## config.mk

```make
export PLATFORM = sky130hd
export DESIGN_NAME = signed_integer_to_radix_text_flat
export DESIGN_NICKNAME = d
export VERILOG_FILES = /design/src/design/sirt_pkg.sv /design/src/design/sirt_if.sv /design/src/design/signed_integer_to_radix_text.sv /design/src/flat_wrapper.sv
export SDC_FILE = /design/constraint.sdc
export NUM_CORES = 1
export LEC_CHECK = 0
export BUFFER_PORTS_ARGS = -buffer_cell sky130_fd_sc_hd__buf_2
export CELL_PAD_IN_SITES_DETAIL_PLACEMENT = 1
export CELL_PAD_IN_SITES_GLOBAL_PLACEMENT = 2
export CORE_MARGIN = 2
export CORE_UTILIZATION = 44
export CTS_BUF_LIST = sky130_fd_sc_hd__clkbuf_4
export DETAILED_ROUTE_END_ITERATION = 8
export GPL_TIMING_DRIVEN = 0
export PLACE_DENSITY_LB_ADDON = 0.1
export SETUP_SLACK_MARGIN = 0.4
export SKIP_LAST_GASP = 1
export SYNTH_ARGS = -nofsm -noshare
export SYNTH_HDL_FRONTEND = slang
export SYNTH_SLANG_ARGS = --single-unit
```

## constraint.sdc

```tcl
create_clock -name clk -period 12.01 [get_ports clk]
set_clock_uncertainty 0.05 [all_clocks]
set_input_delay 1.201 -clock clk [delete_from_list [all_inputs] [get_ports clk]]
set_output_delay 1.201 -clock clk [all_outputs]
set_load 0.1 [all_outputs]
```

## src/design/sirt_pkg.sv

```systemverilog
`default_nettype none
// ----------------------------------------------------------------------------
// sirt_pkg
// Shared widths, register indexes, character codes and the sequencer program
// of the signed integer to radix text block.
// ----------------------------------------------------------------------------
package sirt_pkg;

  // fixed field widths
  localparam int VALUE_W     = 32;
  localparam int CHAR_W      = 8;
  localparam int CFG_INDEX_W = 8;
  localparam int CFG_DATA_W  = 64;
  localparam int SLOTS       = 16;

  // parameter defaults
  localparam int DEF_MAX_SYMBOLS = 16;
  localparam int DEF_VALUE_BITS  = 32;

  // configuration register indexes
  localparam logic [CFG_INDEX_W-1:0] CFG_ALPHA_LOW  = 8'd0;
  localparam logic [CFG_INDEX_W-1:0] CFG_ALPHA_HIGH = 8'd1;

  // characters that may not be digit symbols
  localparam logic [CHAR_W-1:0] PLUS_CHAR  = 8'h2B;
  localparam logic [CHAR_W-1:0] MINUS_CHAR = 8'h2D;

  // sequencer program counter
  localparam int PC_W = 4;
  typedef logic [PC_W-1:0] pc_t;

  // datapath operations
  typedef enum logic [3:0] {
    OP_NONE,
    OP_TAKE,
    OP_EMIT_SIGN,
    OP_DIV_START,
    OP_DIV_BIT,
    OP_PUSH,
    OP_EMIT_DIGIT,
    OP_EMIT_ZERO
  } op_t;

  // jump conditions
  typedef enum logic [3:0] {
    COND_NEVER,
    COND_ALWAYS,
    COND_NO_INPUT,
    COND_BAD,
    COND_ZERO,
    COND_POS,
    COND_OUT_BUSY,
    COND_BIT_MORE,
    COND_QUO_NZ,
    COND_STACK_MORE
  } cond_t;

  // one control word: operation, jump condition, jump target
  typedef struct packed {
    op_t   op;
    cond_t cond;
    pc_t   target;
  } ctl_t;

  // step addresses
  localparam pc_t ST_IDLE      = 4'd0;
  localparam pc_t ST_SETTLE    = 4'd1;
  localparam pc_t ST_CHK_BAD   = 4'd2;
  localparam pc_t ST_CHK_ZERO  = 4'd3;
  localparam pc_t ST_CHK_SIGN  = 4'd4;
  localparam pc_t ST_SIGN_WAIT = 4'd5;
  localparam pc_t ST_SIGN      = 4'd6;
  localparam pc_t ST_DIV_INIT  = 4'd7;
  localparam pc_t ST_DIV_BIT   = 4'd8;
  localparam pc_t ST_PUSH      = 4'd9;
  localparam pc_t ST_DIG_WAIT  = 4'd10;
  localparam pc_t ST_DIG       = 4'd11;
  localparam pc_t ST_DONE      = 4'd12;
  localparam pc_t ST_ZERO_WAIT = 4'd13;
  localparam pc_t ST_ZERO      = 4'd14;

  // program rom: a taken jump goes to target, otherwise to the next step
  function automatic ctl_t sirt_rom(input pc_t pc);
    ctl_t w;
    unique case (pc)
      ST_IDLE:      w = '{OP_TAKE,       COND_NO_INPUT,   ST_IDLE};
      ST_SETTLE:    w = '{OP_NONE,       COND_NEVER,      ST_IDLE};
      ST_CHK_BAD:   w = '{OP_NONE,       COND_BAD,        ST_IDLE};
      ST_CHK_ZERO:  w = '{OP_NONE,       COND_ZERO,       ST_ZERO_WAIT};
      ST_CHK_SIGN:  w = '{OP_NONE,       COND_POS,        ST_DIV_INIT};
      ST_SIGN_WAIT: w = '{OP_NONE,       COND_OUT_BUSY,   ST_SIGN_WAIT};
      ST_SIGN:      w = '{OP_EMIT_SIGN,  COND_NEVER,      ST_IDLE};
      ST_DIV_INIT:  w = '{OP_DIV_START,  COND_NEVER,      ST_IDLE};
      ST_DIV_BIT:   w = '{OP_DIV_BIT,    COND_BIT_MORE,   ST_DIV_BIT};
      ST_PUSH:      w = '{OP_PUSH,       COND_QUO_NZ,     ST_DIV_INIT};
      ST_DIG_WAIT:  w = '{OP_NONE,       COND_OUT_BUSY,   ST_DIG_WAIT};
      ST_DIG:       w = '{OP_EMIT_DIGIT, COND_STACK_MORE, ST_DIG_WAIT};
      ST_DONE:      w = '{OP_NONE,       COND_ALWAYS,     ST_IDLE};
      ST_ZERO_WAIT: w = '{OP_NONE,       COND_OUT_BUSY,   ST_ZERO_WAIT};
      ST_ZERO:      w = '{OP_EMIT_ZERO,  COND_ALWAYS,     ST_IDLE};
      default:      w = '{OP_NONE,       COND_ALWAYS,     ST_IDLE};
    endcase
    return w;
  endfunction

endpackage
`default_nettype wire

```

## src/design/sirt_if.sv

```systemverilog
`default_nettype none
// ----------------------------------------------------------------------------
// sirt_if
// Valid/ready channels of the block: the number channel and the character
// channel.
// ----------------------------------------------------------------------------
interface sirt_in_if;
  import sirt_pkg::*;

  logic                      valid;
  logic                      ready;
  logic signed [VALUE_W-1:0] value;

  modport source (output valid, output value, input ready);
  modport sink   (input valid, input value, output ready);
endinterface

interface sirt_out_if;
  import sirt_pkg::*;

  logic              valid;
  logic              ready;
  logic [CHAR_W-1:0] char_out;
  logic              last_char;

  modport source (output valid, output char_out, output last_char, input ready);
  modport sink   (input valid, input char_out, input last_char, output ready);
endinterface
`default_nettype wire

```

## src/design/signed_integer_to_radix_text.sv

```systemverilog
`default_nettype none
// ----------------------------------------------------------------------------
// signed_integer_to_radix_text
// Renders a signed number as text in the radix given by a digit alphabet.
// ----------------------------------------------------------------------------
// One number is taken at a time; its characters leave on out_ch, sign first,
// most significant digit next, last_char set on the final one. The alphabet
// (cfg registers 0 and 1, one byte per symbol, ended by the first zero byte)
// is checked every cycle into a register; an invalid alphabet makes a number
// produce no characters. Each digit is one pass of the one-bit-per-cycle
// restoring divider (a start step, then one step per value bit) plus a
// push, a wait step and a pop of the digit stack; a negative number adds a
// wait step and the sign step. A stalled output holds the sequencer in its
// wait step.
// ----------------------------------------------------------------------------
module signed_integer_to_radix_text #(
  parameter int MAX_SYMBOLS = sirt_pkg::DEF_MAX_SYMBOLS,
  parameter int VALUE_BITS  = sirt_pkg::DEF_VALUE_BITS
) (
  input  wire logic                             clk,
  input  wire logic                             rst_n,
  sirt_in_if.sink                               in_ch,
  sirt_out_if.source                            out_ch,
  input  wire logic                             cfg_we,
  input  wire logic [sirt_pkg::CFG_INDEX_W-1:0] cfg_index,
  input  wire logic [sirt_pkg::CFG_DATA_W-1:0]  cfg_wdata
);
  import sirt_pkg::*;

  localparam int SYM_W   = $clog2(MAX_SYMBOLS);
  localparam int NSYM    = 2 ** SYM_W;
  localparam int RADIX_W = $clog2(MAX_SYMBOLS + 1);
  localparam int DIV_W   = SYM_W + 1;
  localparam int CNT_W   = $clog2(VALUE_BITS);
  localparam int IDX_W   = $clog2(VALUE_BITS);
  localparam int SP_W    = $clog2(VALUE_BITS + 1);

  // configuration registers
  logic [CFG_DATA_W-1:0] alpha_low_r;
  logic [CFG_DATA_W-1:0] alpha_high_r;
  logic                  alpha_ok_r;
  logic [RADIX_W-1:0]    radix_r;

  // sequencer
  pc_t  pc_r;
  pc_t  pc_nxt;
  ctl_t ctl;
  logic cond_hit;

  // datapath
  logic [VALUE_BITS-1:0] mag_r;
  logic                  neg_r;
  logic [VALUE_BITS-1:0] q_r;
  logic [SYM_W-1:0]      rem_r;
  logic [CNT_W-1:0]      cnt_r;
  logic [SP_W-1:0]       sp_r;
  logic [SYM_W-1:0]      stack_r [VALUE_BITS];
  logic                  out_valid_r;
  logic [CHAR_W-1:0]     char_r;
  logic                  last_r;

  logic [2*CFG_DATA_W-1:0] alpha_all;
  logic [CHAR_W-1:0]       sym_a [NSYM];
  logic [RADIX_W-1:0]      n_sym;
  logic                    alpha_ok;
  logic                    in_xfer;
  logic                    out_free;
  logic                    emit;
  logic [VALUE_BITS-1:0]   in_low;
  logic [VALUE_BITS-1:0]   in_mag;
  logic [DIV_W-1:0]        shifted;
  logic [DIV_W-1:0]        radix_ext;
  logic [DIV_W-1:0]        diff;
  logic                    ge;
  logic [SP_W-1:0]         sp_m1;

  // symbol slots
  assign alpha_all = {alpha_high_r, alpha_low_r};
  always_comb begin
    for (int k = 0; k < NSYM; k++) begin
      sym_a[k] = alpha_all[k*CHAR_W +: CHAR_W];
    end
  end

  // alphabet length and validity
  always_comb begin
    n_sym = RADIX_W'(MAX_SYMBOLS);
    for (int k = MAX_SYMBOLS - 1; k >= 0; k--) begin
      if (sym_a[k] == '0) begin
        n_sym = RADIX_W'(k);
      end
    end
    alpha_ok = (n_sym >= RADIX_W'(2));
    for (int i = 0; i < MAX_SYMBOLS; i++) begin
      if (RADIX_W'(i) < n_sym &&
          (sym_a[i] == PLUS_CHAR || sym_a[i] == MINUS_CHAR)) begin
        alpha_ok = 1'b0;
      end
      for (int j = i + 1; j < MAX_SYMBOLS; j++) begin
        if (RADIX_W'(j) < n_sym && sym_a[i] == sym_a[j]) begin
          alpha_ok = 1'b0;
        end
      end
    end
  end

  // configuration writes and registered alphabet check
  always_ff @(posedge clk) begin
    if (!rst_n) begin
      alpha_low_r  <= '0;
      alpha_high_r <= '0;
      alpha_ok_r   <= 1'b0;
      radix_r      <= '0;
    end else begin
      if (cfg_we && cfg_index == CFG_ALPHA_LOW) begin
        alpha_low_r <= cfg_wdata;
      end
      if (cfg_we && cfg_index == CFG_ALPHA_HIGH) begin
        alpha_high_r <= cfg_wdata;
      end
      alpha_ok_r <= alpha_ok;
      radix_r    <= n_sym;
    end
  end

  // control word and handshakes
  assign ctl          = sirt_rom(pc_r);
  assign in_ch.ready  = rst_n && (ctl.op == OP_TAKE);
  assign in_xfer      = in_ch.valid && in_ch.ready;
  assign out_free     = !out_valid_r || out_ch.ready;
  assign emit         = (ctl.op == OP_EMIT_SIGN) || (ctl.op == OP_EMIT_DIGIT) ||
                        (ctl.op == OP_EMIT_ZERO);
  assign out_ch.valid     = out_valid_r;
  assign out_ch.char_out  = char_r;
  assign out_ch.last_char = last_r;

  // jump condition
  always_comb begin
    unique case (ctl.cond)
      COND_NEVER:      cond_hit = 1'b0;
      COND_ALWAYS:     cond_hit = 1'b1;
      COND_NO_INPUT:   cond_hit = !in_ch.valid;
      COND_BAD:        cond_hit = !alpha_ok_r;
      COND_ZERO:       cond_hit = (mag_r == '0);
      COND_POS:        cond_hit = !neg_r;
      COND_OUT_BUSY:   cond_hit = !out_free;
      COND_BIT_MORE:   cond_hit = (cnt_r != '0);
      COND_QUO_NZ:     cond_hit = (q_r != '0);
      COND_STACK_MORE: cond_hit = (sp_r > SP_W'(1));
      default:         cond_hit = 1'b1;
    endcase
    pc_nxt = cond_hit ? ctl.target : pc_t'(pc_r + pc_t'(1));
  end

  // magnitude of the incoming value
  assign in_low = in_ch.value[VALUE_BITS-1:0];
  assign in_mag = in_low[VALUE_BITS-1] ? (~in_low + VALUE_BITS'(1)) : in_low;

  // restoring divider step
  assign shifted   = {rem_r, q_r[VALUE_BITS-1]};
  assign radix_ext = DIV_W'(radix_r);
  assign diff      = shifted - radix_ext;
  assign ge        = (shifted >= radix_ext);

  // digit stack top address
  assign sp_m1     = sp_r - SP_W'(1);

  // sequencer state and output register
  always_ff @(posedge clk) begin
    if (!rst_n) begin
      pc_r        <= ST_IDLE;
      sp_r        <= '0;
      out_valid_r <= 1'b0;
    end else begin
      pc_r <= pc_nxt;
      // load on emit, clear once the pending transfer is taken
      if (emit) begin
        out_valid_r <= 1'b1;
      end else if (out_ch.ready) begin
        out_valid_r <= 1'b0;
      end
      unique case (ctl.op)
        OP_TAKE: begin
          if (in_xfer) begin
            sp_r <= '0;
          end
        end
        OP_PUSH: begin
          sp_r <= SP_W'(sp_r + SP_W'(1));
        end
        OP_EMIT_DIGIT: begin
          sp_r <= sp_m1;
        end
        default: begin
        end
      endcase
    end
  end

  // datapath registers
  always_ff @(posedge clk) begin
    unique case (ctl.op)
      OP_TAKE: begin
        if (in_xfer) begin
          mag_r <= in_mag;
          neg_r <= in_low[VALUE_BITS-1];
        end
      end
      OP_EMIT_SIGN: begin
        char_r <= MINUS_CHAR;
        last_r <= 1'b0;
      end
      OP_DIV_START: begin
        q_r   <= mag_r;
        rem_r <= '0;
        cnt_r <= CNT_W'(VALUE_BITS - 1);
      end
      OP_DIV_BIT: begin
        q_r   <= {q_r[VALUE_BITS-2:0], ge};
        rem_r <= ge ? diff[SYM_W-1:0] : shifted[SYM_W-1:0];
        cnt_r <= cnt_r - CNT_W'(1);
      end
      OP_PUSH: begin
        stack_r[sp_r[IDX_W-1:0]] <= rem_r;
        mag_r                    <= q_r;
      end
      OP_EMIT_DIGIT: begin
        char_r <= sym_a[stack_r[sp_m1[IDX_W-1:0]]];
        last_r <= (sp_r == SP_W'(1));
      end
      OP_EMIT_ZERO: begin
        char_r <= sym_a[0];
        last_r <= 1'b1;
      end
      default: begin
      end
    endcase
  end

`ifndef NO_ASSERTIONS
  // a character is only loaded when the output register is free
  a_emit_free: assert property (@(posedge clk) disable iff (!rst_n)
    emit |-> out_free)
    else $error("character loaded over a pending transfer");

  // digits are only popped from a non-empty stack
  a_pop_nonempty: assert property (@(posedge clk) disable iff (!rst_n)
    (ctl.op == OP_EMIT_DIGIT) |-> (sp_r != '0))
    else $error("digit stack underflow");

  // the stack never holds more digits than the value has bits
  a_push_room: assert property (@(posedge clk) disable iff (!rst_n)
    (ctl.op == OP_PUSH) |-> (sp_r < SP_W'(VALUE_BITS)))
    else $error("digit stack overflow");

  // a pushed remainder is a valid digit of the radix
  a_rem_range: assert property (@(posedge clk) disable iff (!rst_n)
    (ctl.op == OP_PUSH) |-> (DIV_W'(rem_r) < radix_ext))
    else $error("remainder not below radix");
`endif

endmodule
`default_nettype wire

```

## src/flat_wrapper.sv

```systemverilog
// flat-port wrapper written by rule: the top's interface ports become plain ports
module signed_integer_to_radix_text_flat import sirt_pkg::*;
#(
  parameter int MAX_SYMBOLS = sirt_pkg::DEF_MAX_SYMBOLS,
  parameter int VALUE_BITS  = sirt_pkg::DEF_VALUE_BITS
)
  (clk, rst_n, cfg_we, cfg_index, cfg_wdata, in_ch_valid, in_ch_value, in_ch_ready, out_ch_valid, out_ch_char_out, out_ch_last_char, out_ch_ready);
  sirt_in_if in_ch_i ();
  sirt_out_if out_ch_i ();
  input  wire logic clk;
  input  wire logic rst_n;
  input  wire logic cfg_we;
  input  wire logic [sirt_pkg::CFG_INDEX_W-1:0] cfg_index;
  input  wire logic [sirt_pkg::CFG_DATA_W-1:0] cfg_wdata;
  input wire logic [$bits(in_ch_i.valid)-1:0] in_ch_valid;
  input wire logic [$bits(in_ch_i.value)-1:0] in_ch_value;
  output wire logic [$bits(in_ch_i.ready)-1:0] in_ch_ready;
  output wire logic [$bits(out_ch_i.valid)-1:0] out_ch_valid;
  output wire logic [$bits(out_ch_i.char_out)-1:0] out_ch_char_out;
  output wire logic [$bits(out_ch_i.last_char)-1:0] out_ch_last_char;
  input wire logic [$bits(out_ch_i.ready)-1:0] out_ch_ready;
  assign in_ch_i.valid = in_ch_valid;
  assign in_ch_i.value = in_ch_value;
  assign in_ch_ready = in_ch_i.ready;
  assign out_ch_valid = out_ch_i.valid;
  assign out_ch_char_out = out_ch_i.char_out;
  assign out_ch_last_char = out_ch_i.last_char;
  assign out_ch_i.ready = out_ch_ready;
  signed_integer_to_radix_text #(.MAX_SYMBOLS(MAX_SYMBOLS), .VALUE_BITS(VALUE_BITS)) u_core (.clk(clk), .rst_n(rst_n), .in_ch(in_ch_i), .out_ch(out_ch_i), .cfg_we(cfg_we), .cfg_index(cfg_index), .cfg_wdata(cfg_wdata));
endmodule
```

Word level (Yosys, flattened, before mapping)
Memory sizes are Yosys's and may differ from the RTL's. A register that Yosys moved wholly into a read port is not among the register bits.
Index checks and enable logic that the tools add are counted.
W data, S select, Z words.
Storage, ports and cells
  bits in writable memories: 128
  memories kept: 2
  input bits: 109
  register bits after elaboration: 228
  memory bits (read-only): 176
Memories
  (no name shown): words 16, bits a word 11, rd ports 1, clocked after memory_dff 1, wr ports 0, line sirt_pkg.sv:85  | unique case (pc)
  u_core.stack_r: words 32, bits a word 4, rd ports 1, clocked after memory_dff 0, wr ports 1, line signed_integer_to_radix_text.sv:57  | logic [SYM_W-1:0] stack_r [VALUE_BITS];
Operators by class
  bitwise operators: 3
  add/sub/neg operators: 6
  reduce and logical (&&, ||, !) cells: 194
  multiplexer cells: 37
  equality and inequality tests: 170
  order comparisons: 20
Operator list (number)
  $eq A8 B8 Y1: 120
  $eq A8 B6 Y1 const B: 32
  $logic_and A1 B1 Y1: 140
  $reduce_or A137 Y1: 1
  $logic_not A8 Y1: 17
  $pmux W32 S2: 2
  $mux W5: 16
  $mux W32: 2
  $lt A4 B5 Y1 const A: 8
  $add A32 B1 Y32 const B: 1
  $bmux W8 S4: 1
  $eq A4 B3 Y1 const B: 8
  $logic_not A32 Y1: 1
  $not A32 Y32: 1
  $reduce_bool A32 Y1: 1
  $pmux W8 S3: 1
  $lt A3 B5 Y1 const A: 4
  $logic_or A1 B1 Y1: 19
  $pmux W6 S3: 1
  $eq A4 B2 Y1 const B: 4
  $mux W8: 2
  $mux W4: 3
  $lt A1 B5 Y1 const A: 2
  $lt A2 B5 Y1 const A: 2
  other kinds (28): 41

Longest topological paths before layout
  depth after elaboration: 20
  gate-level depth with buffers: 19
  gate-level depth less buffers: 13

Least setup slack after synthesis
Ideal clock, no wire load.
  path kind: input -> register
  start: in rst_n
  end: reg u_core.sp_r[3]
  cell stages on the path: 8
  buffers on the path: 1
  setup time: 132 ps
  path slack: 6684 ps
  arrival: 5144 ps
  cells stage by stage: clkbuf_1 > inv_1 > nor3_1 > nand2_1 > nand2_1 > nor2_1 > o21ai_0 > a21oi_1
On the way
  longest elaborated chain between the ends: 4
RTL lines
  start, declared: line flat_wrapper.sv:11  | input wire logic rst_n;
  $logic_and A1 B1 Y1: line signed_integer_to_radix_text.sv:128  | assign in_ch.ready = rst_n && (ctl.op == OP_TAKE);
  net in_ch_ready: line flat_wrapper.sv:17  | output wire logic [$bits(in_ch_i.ready)-1:0] in_ch_ready;
  $logic_and A1 B1 Y1: line signed_integer_to_radix_text.sv:129  | assign in_xfer = in_ch.valid && in_ch.ready;
  $ne A2 B1 Y1 (no line)
  $reduce_and A2 Y1 (no line)
  end signal, assigned: line signed_integer_to_radix_text.sv:189  | sp_r <= SP_W'(sp_r + SP_W'(1));
  end signal, assigned: line signed_integer_to_radix_text.sv:192  | sp_r <= sp_m1;
  end, declared: line signed_integer_to_radix_text.sv:56  | logic [SP_W-1:0] sp_r;
The timed path passes the listed nets, and every way through them passes these cells.
A chain may end at the register's enable or synchronous reset.

Final worst setup path
  start: reg u_core.sp_r[0]
  end: reg u_core.char_r[1] (netlist: u_core.out_ch.char_out[1]), data pin
On the way
  longest elaborated chain between the ends: 7
RTL lines
  $sub A6 B1 Y6: line signed_integer_to_radix_text.sv:166  | assign sp_m1 = sp_r - SP_W'(1);
  $mem_v2 Z32 W4
  $not A4 Y5 (not written as such): line signed_integer_to_radix_text.sv:228  | char_r <= sym_a[stack_r[sp_m1[IDX_W-1:0]]];
  $bmux W8 S4: line signed_integer_to_radix_text.sv:228
  $mux W8 (not written as such) (2 in a row): line signed_integer_to_radix_text.sv:228
  $pmux W8 S3: line signed_integer_to_radix_text.sv:202  | unique case (ctl.op)
  end signal, assigned: line signed_integer_to_radix_text.sv:228
  end signal, assigned: line signed_integer_to_radix_text.sv:232  | char_r <= sym_a[0];
  end, declared: line signed_integer_to_radix_text.sv:59  | logic [CHAR_W-1:0] char_r;
Every way passes these cells. The select of a mux whose other input is x is not followed.

==> flow_summary_export.csv <==
group,metric,value,unit
min_path,hp-class,"register to register",
finish,layout_common_cells,"xor2_1, nand2_1, xnor2_1, clkbuf_1, edfxtp_1",
floorplan,die_x,261,um
floorplan,ios,120,
clock_tree,cts.htree.levels,3,
worst_setup_path,critPathSlowestCell,"mux2i_2",
finish,area_delta_synth_final,10.6,%
worst_setup_path,crit_path_end_kind,"register",
worst_setup_path,path_cells,"buf_2 -> buf_6 -> buf_2 -> inv_1 -> ha_1 -> buf_2 -> clkbuf_1 -> mux4_2 -> mux4_2 -> mux2i_2 -> and3_1 -> a21o_1 -> a211oi_1 -> a211o_1",
logic_synthesis,postSynth.asyncResetShare,0,%
finish,drive_gt1_share,11.0,%
clock_tree,tritoncts,"done",
detailed_routing,dr.pass1.iters,6,
detailed_routing,drc,0,
sta,rsz0062_at_grt,"false",
global_routing,grtUsageTotal,42.1,%
finish,final_area,32100,um2
placement,place_area,30800,um2
clock_tree,insertion_delay,950,ps
clock_tree,cts_root_buf,"clkbuf_4",
logic_synthesis,yosysSeqAreaShare,32.5,%
global_routing,grt_pass1_vias,28800,
job,drv_cap,12,
sta,fmax,176,MHz
floorplan,fp-row-count,94,
floorplan,start_util,44.3,%
run_status,violations,"capacitance limit, slew limit",
logic_synthesis,syn_inst,3296,
power_and_ir_drop,total_power,2.97,mW
worst_setup_path,slowest_delay,590,ps
global_routing,use_met1,51.7,%
clock_tree,cts_hold_buf,0,
detailed_routing,ant_nets,0,
logic_synthesis,synth_nets,3426,
clock_tree,numCtsBuffers,104,
global_routing,gr-usage-met3,10.5,%
worst_setup_path,cpMostUsedCell,"buf_2",
logic_synthesis,synth-seq-cells,366,
worst_setup_path,critPathBufInv,6,
logic_synthesis,synth_cell_types,74,
worst_setup_path,crit_family,"buffers and inverters",
floorplan,die-area,68100,um2
sta,setup-violations-final,0,
global_routing,top_usage_layer,"met2",
logic_synthesis,synth_edf_count,211,
clock_tree,clkTransAtPathRegs,70,ps
finish,mostFrequentLayoutCell,"xor2_1",
detailed_routing,via_count,28300,
worst_setup_path,path_max_fanout,10,
logic_synthesis,synthesis.area,29000,um2
placement,gp_congestion,1.03,
global_routing,grt_util_met2,64.7,%
placement,port_buffers,118,
sta,fin_crit,5680,ps
worst_setup_path,crit_type,"register to register",
finish,nets,3652,
global_routing,grt_pass1_wl,205000,um
placement,dp_hpwl,99900,um
detailed_routing,drt_iter0_markers,3321,
clock_tree,post-cts-setup-buffers,0,
power_and_ir_drop,irDropWorstVdd,0.116,mV
sta,whs,434,ps
detailed_routing,avgViaCountPerCell,6.33,
detailed_routing,wl_per_cell,32.5,um
sta,max_slew_margin,-6.27,%
sta,setup_tns,0,ps
floorplan,die_h,261,um
global_routing,gr-total-overflow,0,
clock_tree,cts-resized-gates,0,
sta,worst_slew_pin_slew,1590,ps
sta,slew_violations,96,
detailed_routing,drt-total-wl,145000,um
sta,fin_crit_sh,47.3,%
power_and_ir_drop,p_leak,14.2,nW
logic_synthesis,yosys_warnings,0,
sta,finalHoldViolCount,0,
worst_setup_path,required,12620,ps
logic_synthesis,syn_avg_cell_area,8.81,um2
finish,post-route-util,49.1,%
floorplan,core_area,65500,um2
clock_tree,clockBufferDepth,3,
clock_tree,cts_sinks,366,
global_routing,grt_max_degree,36,
power_and_ir_drop,power.density,92.5,nW/um2
worst_setup_path,worst_ep_arrival_time,6290,ps
global_routing,antenna_found_initial,8,
logic_synthesis,synth_flop_cell,"edfxtp_1",
worst_setup_path,startpoint_type,"register",
run_status,outcome,"complete, but fails checks",
==> report_power, final <==
| part | internal (mW) | total, mW | switching [mW] | leakage, nW |
|---|---|---|---|---|
| combinational | 0.134 | 0.367 | 0.233 | 10.2 |
| clock | 0.588 | 1.21 | 0.624 | 0.782 |
| sequential | 1.36 | 1.39 | 0.0277 | 3.21 |
| total | 2.09 | 2.97 | 0.885 | 14.2 |
==> per-layer routing <==
metal  share of wire [%]  up-vias
met5               0.019        -
met4                 8.3        4
met3                  10      613
met2                  44     1773
met1                  38    14100
li1                    -    11800
==> sequential cells by signal (all words and copies together) (netlist names) <==
register                 flops
u_core.alpha_low_r          64
u_core.stack_r             128
u_core.alpha_high_r         64
u_core.ctl                  10
u_core.out_ch.valid          1
u_core.alpha_ok_r            1
u_core.sp_r                  6
u_core.mag_r                32
u_core.neg_r                 1
u_core.radix_ext             5
u_core.cnt_r                 5
u_core.out_ch.last_char      1
u_core.q_r                  32
u_core.pc_r                  4
u_core.out_ch.char_out       8
u_core.rem_r                 4
==> cells in the mapped netlist (27+ instances only) <==
cell,n,area (um2)
buf_1,81,304
clkbuf_1,220,826
o21ai_0,78,390
nor2_1,104,390
nor3_1,33,165
edfxtp_1,211,6340
dfxtp_1,155,3100
nand3_1,29,145
nor4_1,156,976
a21oi_1,180,901
xor2_1,561,4910
buf_2,37,185
mux4_2,36,811
xnor2_1,454,3980
inv_1,27,101
nand2_1,486,1820
mux2i_1,58,581
nand4_1,129,807
==> final cells by class <==
cell class | count | area [um2]
buffer | 347 | 1420
sequential | 366 | 9440
fill | 7792 | 33400
clock buffer | 136 | 1020
tap | 864 | 1080
antenna | 3 | 7.51
timing repair buffer | 120 | 633
multi-input combinational | 2556 | 18100
clock inverter | 53 | 325
inverter | 27 | 101
==> through the flow <==
step	worst slack (ps)	std cells
after floorplan	6680	3296
after global placement	6300	4278
after detailed placement	6280	4280
after CTS	6310	4469
after global routing	6080	4471
final	6330	4472
==> kinds of logic after synthesis <==
logic type / share of synthesized area [%]
simple gates: 17.1
buf+inv: 5.20
flops: 32.5
mux: 5.81
compound gates: 7.63
fa+ha+maj: 0.930
xor+xnor: 30.8
==> worst paths after layout <==
kind	from	to	slack [ps]	cells after the start
worst min register to register	u_core.pc_r[3]$_SDFF_PN0_	u_core.ctl[7]$_SDFF_PP0_	430	1
worst max register to register	u_core.sp_r[0]$_SDFFE_PN0P_	u_core.out_ch.char_out[1]$_DFFE_PP_	6330	14
worst max-delay path	u_core.sp_r[0]$_SDFFE_PN0P_	u_core.out_ch.char_out[1]$_DFFE_PP_	6330	14
worst min-delay path	u_core.pc_r[3]$_SDFF_PN0_	u_core.ctl[7]$_SDFF_PP0_	430	1
(Power assumes the default switching activity.)
